==> config.mk <==
export PLATFORM = sky130hd
export DESIGN_NAME = chm_hash
export DESIGN_NICKNAME = d
export VERILOG_FILES = /design/src/assert_macros.svh /design/src/chm_pkg.sv /design/src/chm_hash.sv
export SDC_FILE = /design/constraint.sdc
export NUM_CORES = 1
export LEC_CHECK = 0
export ABC_AREA = 1
export BUFFER_PORTS_ARGS = -buffer_cell sky130_fd_sc_hd__buf_2
export CORE_UTILIZATION = 30
export CTS_CLUSTER_DIAMETER = 200
export CTS_CLUSTER_SIZE = 28
export DETAILED_ROUTE_END_ITERATION = 12
export PLACE_DENSITY = 0.46
export SLEW_MARGIN = 20
export SYNTH_ARGS = -nofsm -noshare
export SYNTH_HDL_FRONTEND = slang
export SYNTH_SLANG_ARGS = --single-unit
==> constraint.sdc <==
create_clock -name clk_i -period 9.5 [get_ports clk_i]
set_input_delay 0.475 -clock clk_i [delete_from_list [all_inputs] [get_ports clk_i]]
set_output_delay 0.475 -clock clk_i [all_outputs]
set_load 0.01 [all_outputs]
==> src/assert_macros.svh <==
// Assertion macros shared by the hash map RTL.
// No dependencies.
`ifndef ASSERT_MACROS_SVH
`define ASSERT_MACROS_SVH

// Assert an implication on every clock edge outside reset.
`define ASSERT_IMPL(label, clk, rst_n, ante, cons) \
  label: assert property (@(posedge clk) disable iff (!rst_n) (ante) |-> (cons)) \
    else $error("assertion failed");

// Assert an implication whose consequent is checked in the cycle after the antecedent.
`define ASSERT_NEXT(label, clk, rst_n, ante, cons) \
  label: assert property (@(posedge clk) disable iff (!rst_n) (ante) |=> (cons)) \
    else $error("assertion failed");

`endif

==> src/chm_pkg.sv <==
// Package for the chained hash map: sizes, codes and types.
// No dependencies.
package chm_pkg;
  localparam int unsigned NumBuckets = 4093;
  localparam int unsigned Capacity   = 2048;
  localparam int unsigned BktW       = $clog2(NumBuckets);
  localparam int unsigned IdW        = $clog2(Capacity + 1);
  localparam int unsigned EntW       = $clog2(Capacity);
  localparam int unsigned ValW       = 24;
  localparam int unsigned KeyW       = 64;
  localparam int unsigned EntryW     = 2 * KeyW + ValW + IdW;
  localparam int unsigned HashW      = BktW + 1;

  // Weight of one BktW-bit chunk step, 2^BktW mod NumBuckets.
  localparam int unsigned Fold       = (1 << BktW) % NumBuckets;

  localparam logic [1:0] StFound    = 2'd0;
  localparam logic [1:0] StNotFound = 2'd1;
  localparam logic [1:0] StInserted = 2'd2;
  localparam logic [1:0] StFull     = 2'd3;

  localparam logic ActSet = 1'b0;
  localparam logic ActGet = 1'b1;

  localparam logic [BktW-1:0] Mult60 =
    BktW'(((64'd1 << 60) % 64'(NumBuckets)));

  typedef struct packed {
    logic [KeyW-1:0] key_high;
    logic [KeyW-1:0] key_low;
    logic [ValW-1:0] value;
    logic [IdW-1:0]  next;
  } entry_t;

  typedef struct packed {
    logic            start;
    logic [KeyW-1:0] key_high;
    logic [KeyW-1:0] key_low;
  } hash_req_t;

  typedef struct packed {
    logic            done;
    logic [BktW-1:0] bucket;
  } hash_rsp_t;
endpackage

==> src/chm_hash.sv <==
// Bucket hash: ((kh mod N) * (2^60 mod N) + kl mod N) mod N, six-stage pipeline.
// Folds 12-bit chunks by their weights 2^12k mod N, then one multiply and fold.
// Depends on chm_pkg.
module chm_hash (
  input  logic                clk_i,
  input  logic                rst_ni,
  input  chm_pkg::hash_req_t  req_i,
  output chm_pkg::hash_rsp_t  rsp_o
);
  localparam int unsigned B     = chm_pkg::BktW;
  localparam int unsigned FoldW = 19;
  localparam int unsigned ProdW = 2 * chm_pkg::BktW + 1;
  localparam int unsigned F1    = chm_pkg::Fold;
  localparam int unsigned F2    = F1 * F1;
  localparam int unsigned F3    = F2 * F1;
  localparam int unsigned F4    = F3 * F1;
  localparam int unsigned F5    = F4 * F1;
  localparam logic [chm_pkg::HashW-1:0] N = chm_pkg::HashW'(chm_pkg::NumBuckets);

  logic [5:0]                vld_q, vld_d;
  logic [chm_pkg::KeyW-1:0]  kh_q, kl_q;
  logic [FoldW-1:0]          fh_q, fl_q, fa_q;
  logic [B-1:0]              rh_q, rl_q, bkt_q;
  logic [ProdW-1:0]          acc_q;

  function automatic logic [FoldW-1:0] fold_word(logic [chm_pkg::KeyW-1:0] x);
    return FoldW'(x[B-1:0]) + FoldW'(x[2*B-1:B]) * FoldW'(F1)
         + FoldW'(x[3*B-1:2*B]) * FoldW'(F2) + FoldW'(x[4*B-1:3*B]) * FoldW'(F3)
         + FoldW'(x[5*B-1:4*B]) * FoldW'(F4)
         + FoldW'(x[chm_pkg::KeyW-1:5*B]) * FoldW'(F5);
  endfunction

  function automatic logic [B-1:0] reduce(logic [FoldW-1:0] x);
    logic [chm_pkg::HashW-1:0] t;
    t = chm_pkg::HashW'(x[B-1:0]) + chm_pkg::HashW'(x[FoldW-1:B]) * chm_pkg::HashW'(F1);
    return (t >= N) ? B'(t - N) : B'(t);
  endfunction

  always_comb begin
    vld_d = {vld_q[4:0], req_i.start};
  end

  always_ff @(posedge clk_i or negedge rst_ni) begin
    if (!rst_ni) begin
      vld_q <= '0;
    end else begin
      vld_q <= vld_d;
    end
  end

  always_ff @(posedge clk_i) begin
    if (req_i.start) begin
      kh_q <= req_i.key_high;
      kl_q <= req_i.key_low;
    end
    fh_q  <= fold_word(kh_q);
    fl_q  <= fold_word(kl_q);
    rh_q  <= reduce(fh_q);
    rl_q  <= reduce(fl_q);
    acc_q <= ProdW'(rh_q) * ProdW'(chm_pkg::Mult60) + ProdW'(rl_q);
    fa_q  <= FoldW'(acc_q[B-1:0]) + FoldW'(acc_q[2*B-1:B]) * FoldW'(F1)
           + FoldW'(acc_q[ProdW-1]) * FoldW'(F2);
    bkt_q <= reduce(fa_q);
  end

  assign rsp_o.done   = vld_q[5];
  assign rsp_o.bucket = bkt_q;
endmodule

# After elaboration in Yosys (flattened, before gate mapping)

Index checks and enable logic that the tools add are counted.

Flip-flop bits (word level): 243
Input bits: 131
Output and inout port bits: 13
Logic and storage cells: 51

Add/subtract/negate cells: 19
Multiply operators: 16
Order comparisons: 3
Multiplexer cells: 3

Operator list:

| cell                                                                                  | number |
|---|---|
| 13-bit by 12-bit greater-or-equal comparator with 1-bit output, second input constant | 3 |
| 18-bit by 19-bit adder with 19-bit output                                             | 2 |
| 19-bit by 12-bit adder with 19-bit output                                             | 2 |
| 12-bit by 7-bit multiplier with 19-bit output, second input constant                  | 2 |
| 17-bit by 17-bit adder with 18-bit output                                             | 2 |
| 12-bit two-way mux                                                                    | 3 |
| 12-bit subtractor, second input constant                                              | 3 |
| 15-bit by 16-bit adder with 17-bit output                                             | 2 |
| 12-bit by 5-bit multiplier with 17-bit output, second input constant                  | 2 |
| 12-bit by 4-bit multiplier with 16-bit output, second input constant                  | 2 |
| 12-bit by 14-bit adder with 15-bit output                                             | 2 |
| 12-bit by 2-bit multiplier with 14-bit output, second input constant                  | 2 |
| 12-bit by 9-bit adder with 13-bit output                                              | 2 |
| 4-bit by 8-bit multiplier with 12-bit output, second input constant                   | 2 |
| 20-bit by 12-bit adder with 21-bit output                                             | 1 |
| 12-bit by 8-bit multiplier with 20-bit output, second input constant                  | 1 |
| 7-bit by 2-bit multiplier with 9-bit output, second input constant                    | 2 |
| 13-bit by 5-bit adder with 14-bit output                                              | 1 |
| 12-bit by 11-bit adder with 13-bit output                                             | 1 |
| 12-bit by 4-bit adder with 13-bit output                                              | 1 |
| 9-bit by 2-bit multiplier with 11-bit output, second input constant                   | 1 |
| 1-bit by 4-bit multiplier with 5-bit output, both inputs constant                     | 1 |
| 2-bit by 2-bit multiplier with 4-bit output, second input constant                    | 1 |

# Logic depth before layout (Yosys ltp)

Word-level depth: 6
Gate-level depth with buffers: 24
Gate-level depth less buffers: 24

# Worst setup path before layout

OpenSTA, ideal clock, no wires.

Path type: reg-to-reg
From: register kh_q[19] (netlist name)
To: register fh_q[15]
Data arrival time: 5.388 ns
Required time: 9.377 ns
Setup slack: 3.988 ns
Stages on the path, launching flop included: 21
Buffers on the path: 0
Clock period less this slack: 5.512 ns
Cell sequence: edfxtp_1 > inv_1 > fa_1 > inv_1 > fa_1 > inv_1 > fa_1 > inv_1 > fa_1 > fa_1 > fa_1 > inv_1 > fa_1 > inv_1 > ha_1 > nand2_1 > o21ai_0 > a21oi_1 > o21ai_0 > a21oi_1 > xor2_1

Word-level cells in the longest chain between the ends: 6

Ends and longest elaborated chain:

| item                                          | line           | source |
|---|---|---|
| from (decl)                                   | chm_hash.sv:21 | `logic [chm_pkg::KeyW-1:0] kh_q, kl_q;` |
| from (signal assigned)                        | chm_hash.sv:53 | `kh_q <= req_i.key_high;` |
| 12-bit by 2-bit multiplier with 14-bit output | chm_hash.sv:27 | `return FoldW'(x[B-1:0]) + FoldW'(x[2*B-1:B]) * FoldW'(F1)` |
| 12-bit by 14-bit adder with 15-bit output     | chm_hash.sv:27 |  |
| 15-bit by 16-bit adder with 17-bit output     | chm_hash.sv:28 | `+ FoldW'(x[3*B-1:2*B]) * FoldW'(F2) + FoldW'(x[4*B-1:3*B]) * FoldW'(F3)` |
| 17-bit by 17-bit adder with 18-bit output     | chm_hash.sv:28 |  |
| 18-bit by 19-bit adder with 19-bit output     | chm_hash.sv:29 | `+ FoldW'(x[5*B-1:4*B]) * FoldW'(F4)` |
| 19-bit by 12-bit adder with 19-bit output     | chm_hash.sv:30 | `+ FoldW'(x[chm_pkg::KeyW-1:5*B]) * FoldW'(F5);` |
| to (signal assigned)                          | chm_hash.sv:56 | `fh_q <= fold_word(kh_q);` |
| to (decl)                                     | chm_hash.sv:22 | `logic [FoldW-1:0] fh_q, fl_q, fa_q;` |

Every way passes these cells.
A chain may end at the register's enable or synchronous reset.

# Final worst setup path

From: register kh_q[27] (netlist name)
To: register fh_q[15]

Word-level cells in the longest chain between the ends: 5

Ends and longest elaborated chain:

| item                                          | line |
|---|---|
| 12-bit by 4-bit multiplier with 16-bit output | chm_hash.sv:28 |
| 15-bit by 16-bit adder with 17-bit output     | chm_hash.sv:28 |
| 17-bit by 17-bit adder with 18-bit output     | chm_hash.sv:28 |
| 18-bit by 19-bit adder with 19-bit output     | chm_hash.sv:29 |
| 19-bit by 12-bit adder with 19-bit output     | chm_hash.sv:30 |

Every way passes these cells.

==> flow_summary.toml <==
[status]
status = "complete, but fails checks"
violations = "DRC"

[worst_setup_path]
cp_max_fo = 6
cpMostUsedCell = "fa_1"
crit_chain = "inv_1, fa_1, inv_1, fa_1, inv_1, fa_1, inv_1, fa_1, inv_1, fa_1, fa_1, fa_1, inv_1, ha_1, a21oi_1, o21ai_0, a21oi_1, o21ai_0, a21oi_1, xor2_1"
cpLargestDelayFamily = "adder cells"
path_depth = 20
crit_type = "flip-flop to flip-flop"
cp-start-kind = "flip-flop"
arrival_ps = 6210
crit_required_ps = 9890
slowest_stage = "fa_1"
reg2reg_depth = 20
slowest_delay_ps = 540
cp-end-kind = "flip-flop"
crit_buf_inv = 6

[clock_tree]
clkLatencyLatePin_ps = 520
hold_buffers = 1
clockRootBuffer = "clkbuf_16"
cts_buffer_depth = 3
clkTransAtPathRegs_ps = 110
cts_tree = "done"
cts_made_buffers = 12
ctsResizeCount = 0
cts.sinks = 242
postCtsSetupBuffers = 0
htree_levels = 1

[sta]
tns_ps = 0
worst_pin_slew_ps = 865
max_freq_ghz = 0.172
setup_viol = 0
period_needed_ps = 5820
rsz0062_at_grt = "false"
hold_ws_ps = 115
min_period_over_period_pct = 61.3
setup_ws_ps = 3680
slew_viol_final = 0
finalHoldViolCount = 0
relSlewSlack_pct = 42.3
finClkSkew_ps = 34.5

[yosys]
ys_seq_area_share_pct = 27.7
syn_area_per_cell_sq_um = 10.4
yosys_warnings = 0
synthTopCellsByCount = "inv_1 (555), fa_1 (336), nand2_1 (280)"
syn_area_sq_um = 22200
yosys.area.top_type_share_pct = 30.3
ys_async_sr_fraction_pct = 2.48
ys_ff_latch = 242
synth_edf_count = 128
yosysMostFrequentCell = "inv_1"
syn_nets = 2875
synth_cells = 2129
ys_types = 47
yosys-top-cells-area = "fa_1 (30%), edfxtp_1 (17%), ha_1 (16%), dfxtp_1 (9.7%), inv_1 (9.4%)"
synthFlopType = "edfxtp_1"
yosysTopAreaCell = "fa_1"

[detailed_routing]
drt_iter0_drc = 504
drtAntennaViolNets = 0
wire_per_inst_microns = 13.4
finalWirelength_microns = 43500
firstDrtPassIters = 11
drc = 5
route.vias.total = 13500
vias_per_cell = 4.17

[grt]
grt_overflow = 0
grt_pass1_wl_microns = 73400
grt_pass1_vias = 14600
antenna_found_initial = 0
grt_usage_pct = 12.0
grt_max_degree = 66

[cells_and_area]
fin_util_pct = 33.4
areaGrowthSynthToFinish_pct = 9.99
finish.net_count = 3025
drive_above_1_share_pct = 9.59
fill_cells = 7485
diodes = 0

[placed_design]
place_ws_ps = 3700
io_buffers = 143
gp_congestion = 0.818
hpwl_microns = 38500

[floorplan]
core_sq_um = 73100
initial_utilization_pct = 30.4
die_h_microns = 274
num_io_pins = 144
num_rows = 99
die_x_microns = 274
die_area_sq_um = 75100

[hold_path]
hold_depth = 1
hp-class = "primary input to flip-flop"

[job]
cap_violations = 0
[cell families after synthesis]
kind of cell / after synthesis / share of synthesized area [%]
fa+ha+maj: 615 / 46.0
buf+inv: 569 / 9.81
simple gates: 523 / 10.8
flops: 242 / 27.7
compound gates: 105 / 2.70
xor+xnor: 75 / 2.96
[worst reg2reg max path: stages, from the launching register on]
cell      delay (ps)
edfxtp_1         410
inv_1             70
fa_1             470
inv_1             50
fa_1             510
inv_1             60
fa_1             540
inv_1             60
fa_1             520
inv_1             60
fa_1             500
fa_1             520
fa_1             540
inv_1             40
ha_1             370
a21oi_1           90
o21ai_0          220
a21oi_1          100
o21ai_0          260
a21oi_1          120
xor2_1           160
[area by class of cell]
cell class,count,area [sq um],share of cell area (%)
multi-input combinational,1318,13900,56.8
tap,959,1200,4.91
timing repair buffer,145,739,3.03
clock inverter,1,11.3,0.0461
clock buffer,18,344,1.41
sequential,242,6160,25.2
inverter,560,2100,8.60
[flip-flops by register name, indices dropped and copies added (netlist names)]
register,count
vld_q,6
rl_q,12
rh_q,12
fa_q,13
kl_q,64
acc_q,21
bkt_q,12
kh_q,64
fl_q,19
fh_q,19
[through the flow]
stage          instance area (sq um)  cells
2_1_floorplan                  22200   2129
3_3_place_gp                   24100   3223
3_5_place_dp                   24100   3223
4_1_cts                        24400   3243
5_1_grt                        24400   3243
6_report                       24400   3243
[path summary, 6_finish.rpt]
kind                                  to  startpoint  slack, ps
worst min-delay path             kl_q[8]    req_i[8]        120
max in group asynchronous       vld_q[0]      rst_ni       9040
worst min register to register  vld_q[2]    vld_q[1]        360
worst max register to register  fh_q[15]    kh_q[27]       3680
worst max-delay path            fh_q[15]    kh_q[27]       3680
min in group asynchronous       vld_q[4]      rst_ni        320
[cells in the final DEF, fill, tap and decap left out, drive strengths merged, types with 2 or more instances in the layout]
cell type,count
dfxtp,108
a21o,3
o21ai,22
clkbuf,18
a31oi,4
fa,336
o21a,2
nand3,105
nor2,70
o31ai,2
edfxtp,128
nand3b,8
and2,4
o21bai,4
xor2,54
nand2,309
buf,144
xnor2,21
or2,2
dfrtp,6
o2111ai,3
nand4,15
inv,561
ha,279
a21oi,60
nor3,9
[routing by layer]
layer	vias up	GRT usage [%]	share of wire, %	wire length (microns)
met1	6554	16.6	49	21200
met3	16	1.30	2.2	945
met5	-	0	0	0
met4	0	1.92	1.3	580
met2	127	20.6	48	20800
li1	6820	-	-	-
Power is not shown: default switching activity piles up to over one toggle a cycle in this logic, so the estimate is an artifact.
