**src/assert_macros.svh**
```systemverilog
// Assertion macros shared by the hash map RTL.
// No dependencies.
`ifndef ASSERT_MACROS_SVH
`define ASSERT_MACROS_SVH

// Assert an implication on every clock edge outside reset.
`define ASSERT_IMPL(label, clk, rst_n, ante, cons) \
  label: assert property (@(posedge clk) disable iff (!rst_n) (ante) |-> (cons)) \
    else $error("assertion failed");

// Assert an implication whose consequent is checked in the cycle after the antecedent.
`define ASSERT_NEXT(label, clk, rst_n, ante, cons) \
  label: assert property (@(posedge clk) disable iff (!rst_n) (ante) |=> (cons)) \
    else $error("assertion failed");

`endif

```
**src/chm_ram.sv**
```systemverilog
// Generic single-port-write, one-read RAM with registered read data.
// No dependencies.
module chm_ram #(
  parameter int unsigned Width = 8,
  parameter int unsigned Depth = 16
) (
  input  logic                     clk_i,
  input  logic                     we_i,
  input  logic [$clog2(Depth)-1:0] waddr_i,
  input  logic [Width-1:0]         wdata_i,
  input  logic [$clog2(Depth)-1:0] raddr_i,
  output logic [Width-1:0]         rdata_o
);
  logic [Width-1:0] mem_q [Depth];

  always_ff @(posedge clk_i) begin
    if (we_i) begin
      mem_q[waddr_i] <= wdata_i;
    end
    rdata_o <= mem_q[raddr_i];
  end
endmodule

```
**config.mk**
```make
export PLATFORM = sky130hd
export DESIGN_NAME = chm_ram
export DESIGN_NICKNAME = d
export VERILOG_FILES = /design/src/assert_macros.svh /design/src/chm_ram.sv
export SDC_FILE = /design/constraint.sdc
export NUM_CORES = 1
export LEC_CHECK = 0
export ABC_AREA = 1
export ABC_CLOCK_PERIOD_IN_PS = 2400
export BUFFER_PORTS_ARGS = -buffer_cell sky130_fd_sc_hd__buf_2
export CORE_MARGIN = 2
export CORE_UTILIZATION = 46
export CTS_BUF_LIST = sky130_fd_sc_hd__clkbuf_8
export CTS_CLUSTER_DIAMETER = 30
export DETAILED_ROUTE_END_ITERATION = 10
export PLACE_DENSITY_LB_ADDON = 0.08
export SLEW_MARGIN = 20
export SYNTH_ARGS = -nofsm -noshare
export SYNTH_HDL_FRONTEND = slang
export SYNTH_SLANG_ARGS = --single-unit
```
**constraint.sdc**
```tcl
create_clock -name clk_i -period 2.4 [get_ports clk_i]
set_input_delay 0 -clock clk_i [delete_from_list [all_inputs] [get_ports clk_i]]
set_output_delay 0 -clock clk_i [all_outputs]
set_load 0.005 [all_outputs]
```
# Yosys cells after proc, flatten, opt, wreduce, memory -nomap -nowiden
# Memory sizes are Yosys's and may differ from the RTL's. A register that Yosys moved wholly into a read port is not among the register bits.
# Index checks and enable logic that the tools add are counted.
# W data, S select, Z words.
# word_totals
regBits	0
ramBits	128
in_bits	18
out_inout_bits	8
word_cells	3
mem_count	1
# mem_list
name	words	word_bits	read_ports	rd_ports_with_merged_regs	wr	line	source
mem_q	16	8	1	1	1	chm_ram.sv:14	logic [Width-1:0] mem_q [Depth];
# classes
mux	2
# ops
operator	n
$mux W1	2

# Longest topological paths before layout
# Gate-level depths: netlist (run 1).
# logic_depth
word_depth	2
depth_mapped	8
ltp_nobuf	7

# Least setup slack after synthesis (run 1)
# OpenSTA, ideal clock, no wires.
# synth_timing
path_kind	input port to flip-flop
startpoint	input waddr_i[2]
endpoint	memory mem_q[10][0] (enable)
setup_time_ns	0.370
arrival_time_ns	0.581
t_required_ns	2.030
slack_ns	1.449
cell_stages	2
n_path_buf	0
path_cell_list	nand3b_1 nor2_1
# synth_lines
element	line	source
start, declared	chm_ram.sv:9	input logic [$clog2(Depth)-1:0] waddr_i,
end, declared	chm_ram.sv:14	
# Straight into the memory's write port.

==> results of run 1 <==
[layout by cell type (no fill, tap or decap), drive strengths merged]
cell           n
bufinv         1
dfxtp          8
nor2          17
inv          104
clkinv         8
nand3         97
clkinvlp       3
nand2        173
edfxtp       128
dlygate4sd3    9
clkbuf        17
nand3b         2
buf           36
[power by group]
group | internal (mW) | total [mW] | switching (mW)
combinational | 0.0980 | 0.326 | 0.228
clock | 0.776 | 1.61 | 0.839
sequential | 2.65 | 2.67 | 0.0148
[state kept, by name, summed over array words and instances (netlist names)]
name     cells
rdata_o      8
mem_q      128
[per-layer routing]
layer,track usage (%),up-vias,share of wire (%)
li1,-,1846,-
met1,29.8,1786,45
met2,34.0,123,47
met3,5.70,21,6.0
met4,8.73,0,1.9
met5,0,-,0
[final timing paths]
path,from,endpoint,slack (ps),cells past startpoint
worst max-delay path,mem_q[1][7],rdata_o[7],1350,6
worst min-delay path,raddr_i[2],rdata_o[1],60,4
worst max register to register,mem_q[1][7],rdata_o[7],1350,6
worst min register to register,mem_q[13][1],rdata_o[1],670,6
[worst max-delay path, delay by kind of cell (launching register included)]
kind | cells | cell delay, ps
DFF | 1 | 350
and+or+nand+nor | 5 | 540
buffers and inverters | 1 | 60
[logic make-up after synthesis]
logic type             count (synthesis)
and+or+nand+nor                      289
DFF                                  136
buffers and inverters                126
[area by class of cell]
cell class              instances  area, um^2  area share [%]
clock buffers                  17         234            3.64
inverters                     102         383            5.95
clock inverters                14        93.8            1.46
multi-input cells             289        1210            18.9
flip-flops and latches        136        4000            62.2
repair buffers                 45         298            4.63
well taps                     168         210            3.27
==> results_dict.tcl, run 1 <==
set metrics [dict create \
    cts_setup_buffers 0 \
    grt_setup_unrepaired "no" \
    grt_pass1_wl_mm 20.7 \
    grt_overflow 0 \
    synth_edf_count 128 \
    cap_violations 0 \
    cts.sinks 136 \
    synth_top_family_by_area "simple AND/OR/NAND/NOR gates" \
    slew_violations 0 \
    final_nets 609 \
    start_kind "register" \
    cp_common_cell "nand3_1" \
    synth_ff_type "edfxtp_1" \
    totalWireLength_mm 13.4 \
    worstPathCellList "inv_1 -> nand2_1 -> nand3_1 -> nand3_1 -> nand3_1 -> nand2_1" \
    end_kind "register" \
    synth_top_area_cell "edfxtp_1" \
    instances_no_fill 771 \
    dieHeight_um 116 \
    dieArea_um2 13400 \
    setup_slack_ps 1350 \
    required_ps 2750 \
    grt_usage_pct 21.9 \
    worstPathMaxFanout 1 \
    slowest_delay_ps 350 \
    io_pins 26 \
    crit_type "reg -> reg" \
    slowest_stage "edfxtp_1" \
    synth-compound-area-share_pct 0 \
    clk_pin_slew_ps 70 \
    cts_resized 0 \
    ctsHoldBuffers 9 \
    clkLatencyLatePin_ps 460 \
    cts_buffers 17 \
    grt_pass1_vias 3624 \
    cellLeakagePower_nw 2.78 \
    initial_core_util_pct 47.6 \
    synth_nets 569 \
    die_w_um 116 \
    synth-seq-cells 136 \
    pre_cts_slack_ps 933 \
    hpwl_mm 8.14 \
    cts.path.max_buffers 2 \
    final_area_um2 6440 \
    synth_fa_ha_area_share_pct 0 \
    yosysSeqAreaShare_pct 69.4 \
    critPathArrivalTime_ps 1400 \
    avgSynthCellArea_um2 10.5 \
    period_share_pct 43.9 \
    drc_errors 0 \
    syn_to_final_growth_pct 11.6 \
    grt_max_degree 65 \
    io_buffers 25 \
    hp-class "in -> reg" \
    worstMarginPinSlew_ps 971 \
    cts_tree "done" \
    rows 40 \
    synth_cells 551 \
    fp.coreArea_um2 12100 \
    antenna_left 0 \
    synth_xor_area_share_pct 0 \
    max_freq_ghz 0.950 \
    synthTopCellsByArea "edfxtp_1, nand2_1, nand3_1" \
    power.density_nw_per_um2 716 \
    yosys-mux-area-fraction_pct 0 \
    place_inst 731 \
    n_antenna_cell 0 \
    synth_warnings 0 \
    vias 3776 \
    synth_cell_types 12 \
    vdd_drop_max_v 0.000403 \
    hold_ws_ps 55.4 \
    yosysMostFrequentCell "nand2_1" \
    async_flop_share_pct 0 \
    synthSimpleGateAreaFrac_pct 21.0 \
    finalPower_mw 4.61 \
    status "finished clean" \
    worst_slew_margin_rel_pct 35.1 \
    drtPass1Iterations 5 \
    ctsHtreeMaxLevel 4 \
    synth_top_area_share_pct 66.7 \
    antenna_found_initial 0 \
    fin_crit_ps 1050 \
    root_buffer "clkbuf_8" \
    timing_hold_violations_final 0 \
    yosys-top-cells-count "nand2_1, edfxtp_1, inv_1, nand3_1, nor2_1" \
    synthesis.area_um2 5770 \
    drive_gt1_share_pct 10.3 \
    drtIter0Drc 361 \
    dpl_cell_area_um2 6020 \
    viasPerCell 4.90 \
    fin_util_pct 53.1 \
    avgRoutedWirePerCell_um 17.4 \
    gp_congestion 0.766 \
    fillCellCount 1072 \
    finClkSkew_ps 8.07 \
    tns_ps 0 \
    setup-violations-final 0 \
]
Note: power is estimated with default switching activity, not from simulation.
==> run 2: changes to the inputs <==
- ABC_CLOCK_PERIOD_IN_PS: 2400 -> 1000
- clock period: 2.4 -> 1 ns (I/O delays scaled with it)
==> run 2 against run 1 <==
Global-route usage down 0.67 points. Worst hold slack improved by 100 ps. Sequential power increased by 140%. Utilization increased by 3.1 points. Final cell count increased by 2.7%. Register-to-register slack lost 1300 ps. Via count up 2.2%. Power grew 140%. Sequential share of layout area shrank 3.4 points. Largest cell class unchanged.
==> results_dict.tcl, run 2 (same netlist as run 1, synthesis figures left out) <==
set metrics [dict create \
    status "finished clean" \
    drc_errors 0 \
    worst_slew_margin_rel_pct 73.9 \
    vias 3860 \
    cap_violations 0 \
    intPower_mw 8.72 \
    grt_pass1_wl_mm 20.2 \
    cts_setup_buffers 0 \
    dieArea_um2 13400 \
    drtIter0Drc 277 \
    hpwl_mm 8.16 \
    grt_overflow 0 \
    finClkSkew_ps 8.18 \
    pre_cts_slack_ps -86.3 \
    cts.path.max_buffers 2 \
    critPathArrivalTime_ps 1300 \
    dpl_cell_area_um2 6210 \
    hp-class "in -> reg" \
    grt_max_degree 64 \
    setup_slack_ps 32.7 \
    hold_end "rdata_o[2]" \
    clk_pin_slew_ps 70 \
    clkLatencyLatePin_ps 440 \
    rr_startpoint "mem_q[9][0]" \
    rows 40 \
    instances_no_fill 792 \
    final_cell_mix "nand2_1, edfxtp_1, inv_1" \
    start_kind "register" \
    worstPathCellList "inv_1 -> nand2_1 -> nand3_2 -> nand3_2 -> nand3_2 -> nand2_1" \
    critical-path-top-delay-family "simple AND/OR/NAND/NOR gates" \
    r2r_end "rdata_o[0]" \
    timing_hold_violations_final 0 \
    cts_tree "done" \
    antenna_found_initial 0 \
    rrSetupSlack_ps 30 \
    cp.depth 6 \
    initial_core_util_pct 47.6 \
    pwr-share-comb_pct 8.0 \
    slowest_stage "edfxtp_1" \
    fp.coreArea_um2 12100 \
    final_area_um2 6810 \
    vdd_drop_max_v 0.000909 \
    drive_gt1_share_pct 17.6 \
    max_freq_ghz 1.03 \
    cts.sinks 136 \
    syn_to_final_growth_pct 18.1 \
    final_nets 629 \
    root_buffer "clkbuf_8" \
    finalPower_mw 11.2 \
    crit_type "reg -> reg" \
    cp_common_cell "nand3_2" \
    p_sw_share_pct 22.4 \
    regMostFlops "mem_q" \
    gp_congestion 0.826 \
    grt_setup_unrepaired "yes" \
    end_kind "register" \
    ctsHtreeMaxLevel 4 \
    final_common_cell "nand2_1" \
    die_w_um 116 \
    drtPass1Iterations 5 \
    io_pins 26 \
    setup-violations-final 0 \
    grt_pass1_vias 3722 \
    grt_usage_pct 21.3 \
    p_sw_mw 2.52 \
    largest_reg_flops 128 \
    place_inst 750 \
    cts_buffers 17 \
    avgRoutedWirePerCell_um 16.6 \
    io_buffers 25 \
    antenna_left 0 \
    power.density_nw_per_um2 1650 \
    n_antenna_cell 0 \
    totalWireLength_mm 13.1 \
    clkPwrFrac_pct 35.0 \
    slew_violations 0 \
    ff2ff_path_depth 6 \
    fin_crit_ps 967 \
    viasPerCell 4.87 \
    reg_top3 "mem_q (128), rdata_o (8)" \
    crit_buf_inv 1 \
    dieHeight_um 116 \
    tns_ps 0 \
    worstMarginPinSlew_ps 392 \
    min_path_cells 6 \
    seqPwrFrac_pct 57.0 \
    cellLeakagePower_nw 3.00 \
    min_from "raddr_i[1]" \
    slowest_delay_ps 370 \
    worstPathMaxFanout 1 \
    required_ps 1330 \
    period_share_pct 96.7 \
]
[run 2: changes by cell type in the layout (fill, tap and decap cells not counted), sizes merged]
cell         delta
bufinv          -1
buf            +19
clkbuf          +6
inv             +5
dlygate4sd3     +1
clkinvlp        -3
clkinv          -6
[run 2: worst register-to-register path: cells and delay by family (launching register included)]
family / cells / cell delay (ps)
buffers and inverters: 1 / 60
DFF: 1 / 370
and+or+nand+nor: 5 / 420
[run 2: worst max path at each step]
stage                       from     endpoint  slack, ps
finish               mem_q[9][0]   rdata_o[0]         30
global route        mem_q[11][1]   rdata_o[1]        -20
CTS                   rdata_o[1]   rdata_o[1]          5
detailed placement    raddr_i[0]   rdata_o[0]        -90
global placement      raddr_i[0]   rdata_o[4]        -80
floorplan             waddr_i[3]  mem_q[4][0]         50
[run 2: area by class of cell]
type | instances | area [um^2]
Sequential cell | 136 | 4010
Timing Repair Buffer | 65 | 500
Tap cell | 168 | 210
Clock buffer | 23 | 317
Multi-Input combinational cell | 289 | 1360
Inverter | 102 | 383
Clock inverter | 9 | 36.3
Fill cell | 1070 | 5300
[run 2: layer usage]
layer / global-route usage [%] / routed length, um / share of wire, %
met2: 31.5 / 5950 / 45
met3: 5.65 / 739 / 5.6
met4: 10.2 / 352 / 2.7
met1: 29.3 / 6080 / 46
met5: 0 / 0 / 0
[run 2: power groups by stage]
stage               sequential, mW  combinational, mW  clock, mW
floorplan                     6.53              0.450          0
global placement              6.53              0.811          0
detailed placement            6.53              0.819          0
CTS                           6.41              0.856       4.02
global route                  6.42              0.985       4.25
finish                        6.41              0.896       3.93
[run 2: through the flow]
stage / utilization [%] / hold WS (ps)
final: 56.2 / 157
after global routing: 56.2 / 158
after CTS: 55.1 / 131
after detailed placement: 51.3 / 382
after global placement: 51.3 / 378
after floorplan: - / 98.9
[run 2: what timing repair did]
item,in CTS,in global routing
resized for setup,3,26
setup endpoints to repair,3,9
hold buffers,10,0
hold endpoints to repair,128,0
pin swaps,0,4
==> run 3: changes to the inputs <==
- ABC_CLOCK_PERIOD_IN_PS: 1000 -> 1050
- BUFFER_PORTS_ARGS: -buffer_cell sky130_fd_sc_hd__buf_2 -> unset
- DONT_BUFFER_PORTS: unset -> 1
- clock period: 1 -> 1.05 ns (I/O delays scaled with it)
==> run 3 against run 2 <==
The run now ends with hold timing left. Fmax decreased by 0.79%. Die area unchanged. Critical path depth unchanged. First-iteration DRC count increased by 5.4%. Global-route usage decreased by 0.19 points. Non-clock buffer count decreased by 30. Combinational power decreased by 24%. Via count decreased by 4.2%. Power decreased by 7.5%. Design area decreased by 4.2%. Sequential power decreased by 4.7%. Register-to-register slack improved by 40 ps. Critical path type unchanged. Critical endpoint is now rdata_o[2].
==> results_dict.tcl, run 3 (same netlist as run 1, synthesis figures left out) <==
set metrics [dict create \
    status "complete, but fails checks" \
    violations "hold timing" \
    slowest_stage "edfxtp_1" \
    cap_violations 0 \
    n_antenna_cell 0 \
    cellLeakagePower_nw 2.80 \
    slew_violations 0 \
    drc_errors 0 \
    worstMarginPinSlew_ps 777 \
    root_buffer "clkbuf_8" \
    vias 3697 \
    die_w_um 116 \
    cts.path.max_buffers 2 \
    slowest_delay_ps 360 \
    cts_tree "done" \
    cp-startpoint "mem_q[10][2]" \
    drtIter0Drc 292 \
    start_kind "register" \
    avgRoutedWirePerCell_um 17.1 \
    crit_type "reg -> reg" \
    hold_ws_ps -192 \
    viasPerCell 4.86 \
    final_area_um2 6520 \
    largest_reg_flops 128 \
    antenna_left 0 \
    worstPathMaxFanout 1 \
    ctsHoldBuffers 14 \
    final_cell_mix "nand2_1, edfxtp_1, inv_1" \
    fp.coreArea_um2 12100 \
    tns_ps 0 \
    fin_crit_ps 975 \
    io_buffers 0 \
    dieArea_um2 13400 \
    grt_pass1_vias 3383 \
    initial_core_util_pct 47.6 \
    gp_congestion 0.777 \
    vdd_drop_max_v 0.000873 \
    cts_buffers 17 \
    required_ps 1360 \
    finalPower_mw 10.4 \
    grt_pass1_wl_mm 20.2 \
    io_pins 26 \
    ctsHtreeMaxLevel 4 \
    worst_slew_margin_rel_pct 48.0 \
    cts_setup_buffers 0 \
    rows 40 \
    setup-violations-final 0 \
    power.density_nw_per_um2 1600 \
    drtPass1Iterations 5 \
    cp_common_cell "nand3_1" \
    final_nets 599 \
    critPathArrivalTime_ps 1290 \
    crit_buf_inv 1 \
    cts.sinks 136 \
    rr_startpoint "mem_q[10][2]" \
    max_freq_ghz 1.03 \
    finClkSkew_ps 8.49 \
    fin_util_pct 53.8 \
    hpwl_mm 7.74 \
    critical-path-top-delay-family "simple AND/OR/NAND/NOR gates" \
    worstPathCellList "inv_1 -> nand2_1 -> nand3_1 -> nand3_1 -> nand3_1 -> nand2_1" \
    hp-class "in -> reg" \
    grt_max_degree 66 \
    clkLatencyLatePin_ps 420 \
    totalWireLength_mm 13.0 \
    min_from "raddr_i[2]" \
    dieHeight_um 116 \
    end_kind "register" \
    grt_overflow 0 \
    reg_top3 "mem_q (128), rdata_o (8)" \
    syn_to_final_growth_pct 13.1 \
    grt_setup_unrepaired "no" \
    clk_pin_slew_ps 70 \
    dpl_cell_area_um2 6010 \
    grt_usage_pct 21.1 \
    drive_gt1_share_pct 9.27 \
    timing_hold_violations_final 8 \
    period_share_pct 92.9 \
    antenna_found_initial 0 \
    regMostFlops "mem_q" \
    final_common_cell "nand2_1" \
]
## run 3: per-layer routing
metal | up-vias | routed length (um) | GRT usage (%)
li1 | 1831 | - | -
met1 | 1745 | 6270 | 32.5
met2 | 109 | 5840 | 29.6
met3 | 12 | 686 | 4.71
met4 | 0 | 182 | 7.06
met5 | - | 0 | 0
## run 3: what timing repair did
action / in CTS / in global routing
resized for setup: 0 / 8
endpoints found under the hold margin: 137 / 8
setup endpoints to repair: 0 / 12
## run 3: final cells by class
type | count | area (um^2)
inverter | 102 | 383
fill | 1089 | 5590
timing repair buffer | 35 | 348
sequential | 136 | 4000
clock inverter | 14 | 95.1
multi-input combinational | 289 | 1250
clock buffer | 17 | 234
tap | 168 | 210
## run 3: worst paths after layout
kind | to | slack (ps) | depth (start not counted)
setup reg to reg | rdata_o[2] | 80 | 6
hold reg to reg | rdata_o[1] | 680 | 6
hold / removal | rdata_o[2] | -190 | 3
setup / recovery | rdata_o[2] | 80 | 6
## run 3: tightest hold or removal path, stage by stage
cell	delay, ps
nand3_1	70
nand3_1	60
nand2_1	60
## run 3: where the power goes
group	leakage (nW)	total [mW]	switching, mW	internal [mW]
combinational	1.40	0.682	0.454	0.228
clock	0.175	3.61	1.82	1.78
sequential	1.22	6.11	0.0473	6.07
## run 3: metrics by stage
step           setup WS, ps  hold slack (ps)  instances
2_1_floorplan          99.2             98.9        551
3_3_place_gp           52.7             99.8        716
3_5_place_dp           62.3             99.5        716
4_1_cts                23.7             -219        761
5_1_grt                6.55             -192        761
6_report               75.0             -192        761
